<file path="src/rtl/alss_pkg.sv">
`timescale 1ns / 1ps
`default_nettype none
package alss_pkg;

  // entries in the store; port widths are sized for this depth
  localparam int DEPTH = 64;

  typedef enum logic [3:0] {
    KIND_PUSH_BACK  = 4'd0,
    KIND_POP_BACK   = 4'd1,
    KIND_PUSH_FRONT = 4'd2,
    KIND_POP_FRONT  = 4'd3,
    KIND_INSERT     = 4'd4,
    KIND_ERASE      = 4'd5,
    KIND_MODIFY     = 4'd6,
    KIND_SORT       = 4'd7,
    KIND_FIND       = 4'd8
  } kind_t;

  typedef enum logic [1:0] {
    ST_OK    = 2'd0,
    ST_FULL  = 2'd1,
    ST_EMPTY = 2'd2,
    ST_RANGE = 2'd3
  } status_t;

  // per-cycle command broadcast to every cell
  typedef enum logic [2:0] {
    OP_HOLD  = 3'd0,
    OP_SHUP  = 3'd1,
    OP_SHDN  = 3'd2,
    OP_WRITE = 3'd3,
    OP_SORTE = 3'd4,
    OP_SORTO = 3'd5
  } cell_op_t;

  typedef enum logic [3:0] {
    S_IDLE   = 4'b0001,
    S_SORT   = 4'b0010,
    S_SEARCH = 4'b0100,
    S_DONE   = 4'b1000
  } state_t;

endpackage
`default_nettype wire

</file>
<file path="src/rtl/alss_cell.sv">
`timescale 1ns / 1ps
`default_nettype none
// One entry slot; takes neighbors' values to shift, write or compare-swap.
module alss_cell
  import alss_pkg::*;
(
  input  wire logic               clk,
  input  wire cell_op_t           op,
  input  wire logic               sel_shift,   // cell in the shifting span: above the gap (up) or at/above it (down)
  input  wire logic               sel_write,   // this cell is the write target
  input  wire logic               pair_lo,     // lower member of active pair
  input  wire logic               pair_hi,     // upper member of active pair
  input  wire logic signed [31:0] wr_val,
  input  wire logic signed [31:0] below_val,
  input  wire logic signed [31:0] above_val,
  output logic signed [31:0]      val_r
);
  logic signed [31:0] val_nxt;

  // pick next content from own, neighbor or write data
  always_comb begin
    val_nxt = val_r;
    case (op)
      OP_SHUP:  if (sel_write) val_nxt = wr_val;
                else if (sel_shift) val_nxt = below_val;
      OP_SHDN:  if (sel_shift) val_nxt = above_val;
      OP_WRITE: if (sel_write) val_nxt = wr_val;
      OP_SORTE, OP_SORTO: begin
        if (pair_lo && above_val < val_r) val_nxt = above_val;
        else if (pair_hi && val_r < below_val) val_nxt = below_val;
      end
      default: val_nxt = val_r;
    endcase
  end

  always_ff @(posedge clk) begin
    val_r <= val_nxt;
  end
endmodule
`default_nettype wire

</file>
<file path="config.mk">
export PLATFORM = sky130hd
export DESIGN_NAME = alss_cell
export DESIGN_NICKNAME = d
export VERILOG_FILES = /design/src/rtl/alss_pkg.sv /design/src/rtl/alss_cell.sv
export SDC_FILE = /design/constraint.sdc
export NUM_CORES = 1
export LEC_CHECK = 0
export BUFFER_PORTS_ARGS = -buffer_cell sky130_fd_sc_hd__buf_2
export CAP_MARGIN = 30
export CORE_MARGIN = 2
export CORE_UTILIZATION = 50
export DETAILED_ROUTE_END_ITERATION = 16
export PLACE_DENSITY_LB_ADDON = 0.2
export SLEW_MARGIN = 20
export SYNTH_ARGS = -nofsm -noshare
export SYNTH_HDL_FRONTEND = slang
export SYNTH_SLANG_ARGS = --single-unit
export TNS_END_PERCENT = 1
</file>
<file path="constraint.sdc">
create_clock -name clk -period 10.7 [get_ports clk]
set_input_delay 2.14 -clock clk [delete_from_list [all_inputs] [get_ports clk]]
set_output_delay 2.14 -clock clk [all_outputs]
set_load 0.01 [all_outputs]
</file>
Word level (Yosys, flattened, before mapping)
Cells that the tools add are included.
- register bits: 32
- output and inout bits: 32
- magnitude comparators: 2
- eq/ne operators: 9
- muxes and demuxes: 7
- reductions and logical operators: 5
- operator list (cell ; number):
    2-to-1 mux 32 bit ; 6
    one-hot mux 32 bit (4 select lines) ; 1
    less-than comparator 32 bit ; 2
    == test 3 x 2 -> 1 bit (second input constant) ; 2
    == test 3 bit (second input constant) ; 2
    inequality test 3 bit (second input constant) ; 2
    AND reduction 5 bit ; 1
    inequality test 2 bit (second input constant) ; 2
    nonzero test 4 bit ; 1
    == test 3 x 1 -> 1 bit (second input constant) ; 1
    logical AND 1 bit ; 2
    OR reduction 2 bit ; 1

Longest topological paths before layout
- depth after elaboration: 5
- gate-level depth with buffers: 11
- gate-level depth less buffers: 10

Worst setup path before layout
Ideal clock, no wire load.
- path kind: input to register
- from: in above_val[14]
- to: reg val_r[0], enable pin
- library setup time: 0.393 ns
- data arrival time: 4.646 ns
- data required time: 10.307 ns
- slack: 5.661 ns
- cell stages on the path: 9
- path buffers: 0
- cell sequence: ha_1 a21oi_1 nand2_1 a221oi_1 a21oi_2 nor2_2 mux2i_4 a211o_2 o311a_1
- cells in the longest elaborated chain, start to end: 4
- ends and longest elaborated chain (element ; RTL line ; source):
    start, declared ; alss_cell.sv:15 ; input wire logic signed [31:0] above_val,
    less-than comparator 32 bit ; alss_cell.sv:29 ; if (pair_lo && above_val < val_r) val_nxt = above_val;
    logical AND 1 bit ; alss_cell.sv:29 ;
    inequality test 3 bit (no source line) ; n/a ;
    AND reduction 5 bit (no source line) ; n/a ;
    end signal, assigned ; alss_cell.sv:37 ; val_r <= val_nxt;
    end, declared ; alss_cell.sv:16 ; output logic signed [31:0] val_r
No other way between the ends.
A chain may end at the register's enable or synchronous reset.

Worst setup path after layout
- from: in above_val[14]
- to: reg val_r[11], enable pin
The elaborated chain is that of the path after synthesis.

==> metrics.md <==
| Metric | Value |
|---|---|
| Synthesized flop and latch total | `32` |
| Hold-critical path depth | `4` |
| Drt first pass iters | `5` |
| Die area | `0.00899 mm2` |
| GRT Util Overall | `between 20% and 30%` |
| Final setup violation count | `0` |
| PD cells | `between 100 and 150 mW/mm2` |
| Worst Tran Pin Value | `around 0.8 ns` |
| Synthesized area | `slightly above 0.004 mm2` |
| Filler cell count in the final layout | `756` |
| Max clock buf depth | `2` |
| Final Hold Fails | `0` |
| Placed cell count | `between 600 and 700` |
| Post-DP HPWL | `just under 9000 um` |
| Asr flop ratio synth | `0%` |
| Vias in the first global route | `3693` |
| ANT nets after route | `0` |
| Synth unique cells | `42` |
| Type of origin of the critical path | `input port` |
| CP Data Required Time | `~11 ns` |
| Starting Density | `around half` |
| Largest net degree at the start of global routing | `between 40 and 50` |
| Reg2Reg Depth | `11` |
| Clk_lat worst skew | `~0.28 ns` |
| Cts repair resizes | `0` |
| Vias | `~4000` |
| Max-cap violations | `0` |
| FP Rows | `33` |
| Hold Path Class | `flop to flop` |
| Critical path class | `input port to flop` |
| DIE HEIGHT | `between 90 and 100 um` |
| Max-slew violations | `0` |
| First-pass GRT wire length | `17800 um` |
| Remaining DRCs | `0` |
| Fin Hold WS | `1.49 ns` |
| Root Driver | `clkbuf_8` |
| Register area share after synthesis | `between 20% and 30%` |
| Total negative setup slack | `0 ns` |
| Crit-path max FO | `19` |
| Reg with most FFs | `val_r` |
| CTS tree | `yes` |
| Cells after Synth | `between 400 and 500` |
| Sequential share of power | `34.7%` |
| Unrepaired setup endpoints after global routing | `no` |
| Core area | `~0.0081 mm2` |
| Outcome | `finished, final reports clean` |
| Total chip power | `0.504 mW` |
| GRT overflow | `0` |
| Most used routing layer | `met2` |
| Top FF cell, synth | `edfxtp_1` |
| Net Sw Frac | `a little under two fifths` |
| Arrival time of the worst setup path | `about 4.9 ns` |
| Area Overhead vs Synth | `20.5%` |
| Met1 Use GR | `33.5%` |
| Clock sink count | `32` |
| Max FFs per register | `32` |
| Initial drt markers | `182` |
| Synth Warn # | `0` |
| Routability cong. | `0.858` |
| Comb power frac | `between 40% and 50%` |
| Post-CTS Hold Fix Bufs | `0` |
| Biggest registers after layout | `val_r (32)` |
| Fraction of layout cells with a size suffix above 1 | `between 20% and 30%` |
| Post-synth EDFFs | `32` |
| GRT met3 Usage | `3.51%` |
| Leak | `approximately 2.6 nW` |
| WL final | `roughly 11000 um` |
| Fmax | `0.203 GHz` |
| Setup bufs post-CTS | `0` |
| Num CTS Buffers | `5` |
| H-tree depth | `2` |
| Power Internal | `around 0.31 mW` |
| Crit path capture type | `flop` |
| DR WL/cell | `~16 um` |
| Non-filler instance count after layout | `688` |
| Crit share post-route | `between 40% and 50%` |
| Fin nets | `750` |
| Post-Syn Nets | `between 600 and 700` |
| Via density | `5.81` |
| Tmin final | `~5 ns` |
| Syn Area/Cell | `roughly 9.1 um2` |
| Met2 usage | `between 40% and 50%` |
| Antenna cells | `0` |
| Chip Width | `about 95 um` |
| Input/output buffers | `135` |
| Switch Pwr | `0.190 mW` |
| Clock Skew | `approximately 0.0022 ns` |
| Antenna violations before repair | `0` |
| Slew HR | `roughly 46%` |
| Max VDD drop | `approximately 0.089 mV` |
| Clock power frac | `a little under a fifth` |
| I/O pin cnt | `136` |
| Worst-path clk slew | `approximately 0.070 ns` |
==> layer usage <==
metal	share of wire, %	wire length, um
met1	45	5100
met2	48	5400
met5	0	0
met4	0.75	85
met3	6.4	720
==> cell type report <==
type / instances / area [um2] / share of cell area, %
repair buffers: 143 / 756 / 15.2
clock buffers: 5 / 68.8 / 1.38
multi-input cells: 332 / 2780 / 56.0
flip-flops and latches: 32 / 961 / 19.3
inverters: 68 / 255 / 5.14
well taps: 105 / 131 / 2.64
clock inverters: 3 / 13.8 / 0.277
==> logic make-up after synthesis <==
family | synth area share [%]
AO/OA/AOI/OAI | 24.9
buffers and inverters | 9.46
AND/OR/NAND/NOR | 6.79
flip-flops | 23.3
adder cells (fa/ha/maj) | 19.4
multiplexers | 16.1
==> power groups by stage <==
stage          Sequential, mW  Combinational, mW  Clock, mW
6_report                0.175              0.238     0.0915
5_1_grt                 0.177              0.268     0.0986
4_1_cts                 0.175              0.237     0.0934
3_5_place_dp            0.178              0.236          0
3_3_place_gp            0.177              0.227          0
2_1_floorplan           0.182              0.152          0
==> layout by cell type, fill, tap and decap left out, types with 5 or more instances in the layout <==
cell type | Yosys | final
a21o_1 | 36 | 36
buf_2 | 0 | 135
nand2_1 | 15 | 15
a21oi_1 | 18 | 18
o21ai_1 | 30 | 30
o21ai_0 | 17 | 17
edfxtp_1 | 32 | 32
nand4_1 | 8 | 8
clkbuf_8 | 0 | 5
nor2_1 | 8 | 7
mux2i_1 | 63 | 63
ha_1 | 64 | 63
inv_1 | 68 | 68
buf_4 | 0 | 7
nand2b_1 | 5 | 5
a221oi_1 | 33 | 33
==> metrics by stage <==
step                      cell area [um2]  setup WS, ns  utilization [%]
final                                4970          5.77             61.4
after global routing                 4970          5.53             61.4
after CTS                            4970          5.76             61.4
after detailed placement             4890          5.45             60.4
after global placement               4860          5.52             60.0
after floorplan                      4130          5.66                -
==> final timing paths <==
check	slack [ns]	to	startpoint
setup / recovery	5.77	val_r[11]	above_val[14]
hold / removal	1.49	val_r[4]	val_r[29]
setup reg to reg	7.32	val_r[10]	val_r[21]
hold reg to reg	1.49	val_r[4]	val_r[29]
==> cells in the mapped netlist (2+ instances only) <==
cell / instances / area [um2]
nand4_1: 8 / 50.1
a21oi_1: 18 / 90.1
nor2b_1: 2 / 12.5
buf_12: 3 / 60.1
nand2_1: 15 / 56.3
nor3_1: 4 / 20.0
mux2i_1: 63 / 631
o211ai_1: 2 / 15.0
nand2b_1: 5 / 31.3
a211oi_1: 2 / 15.0
edfxtp_1: 32 / 961
clkbuf_1: 19 / 71.3
inv_1: 68 / 255
a221oi_1: 33 / 289
nand3_1: 2 / 10.0
a21o_1: 36 / 270
ha_1: 64 / 801
o21ai_0: 17 / 85.1
o21a_1: 3 / 22.5
o21ai_1: 30 / 150
nor2_1: 8 / 30.0
==> critical path, cell delays in order <==
cell and delay (ns):
buf_2 0.13, ha_1 0.32, a21oi_1 0.16, nand2_1 0.08, a221oi_1 0.42, a21oi_2 0.10
nor2_2 0.18, mux2i_4 0.25, a211o_2 0.12, o311a_1 0.60, buf_4 0.40
Power figures use the tool's default switching activity.
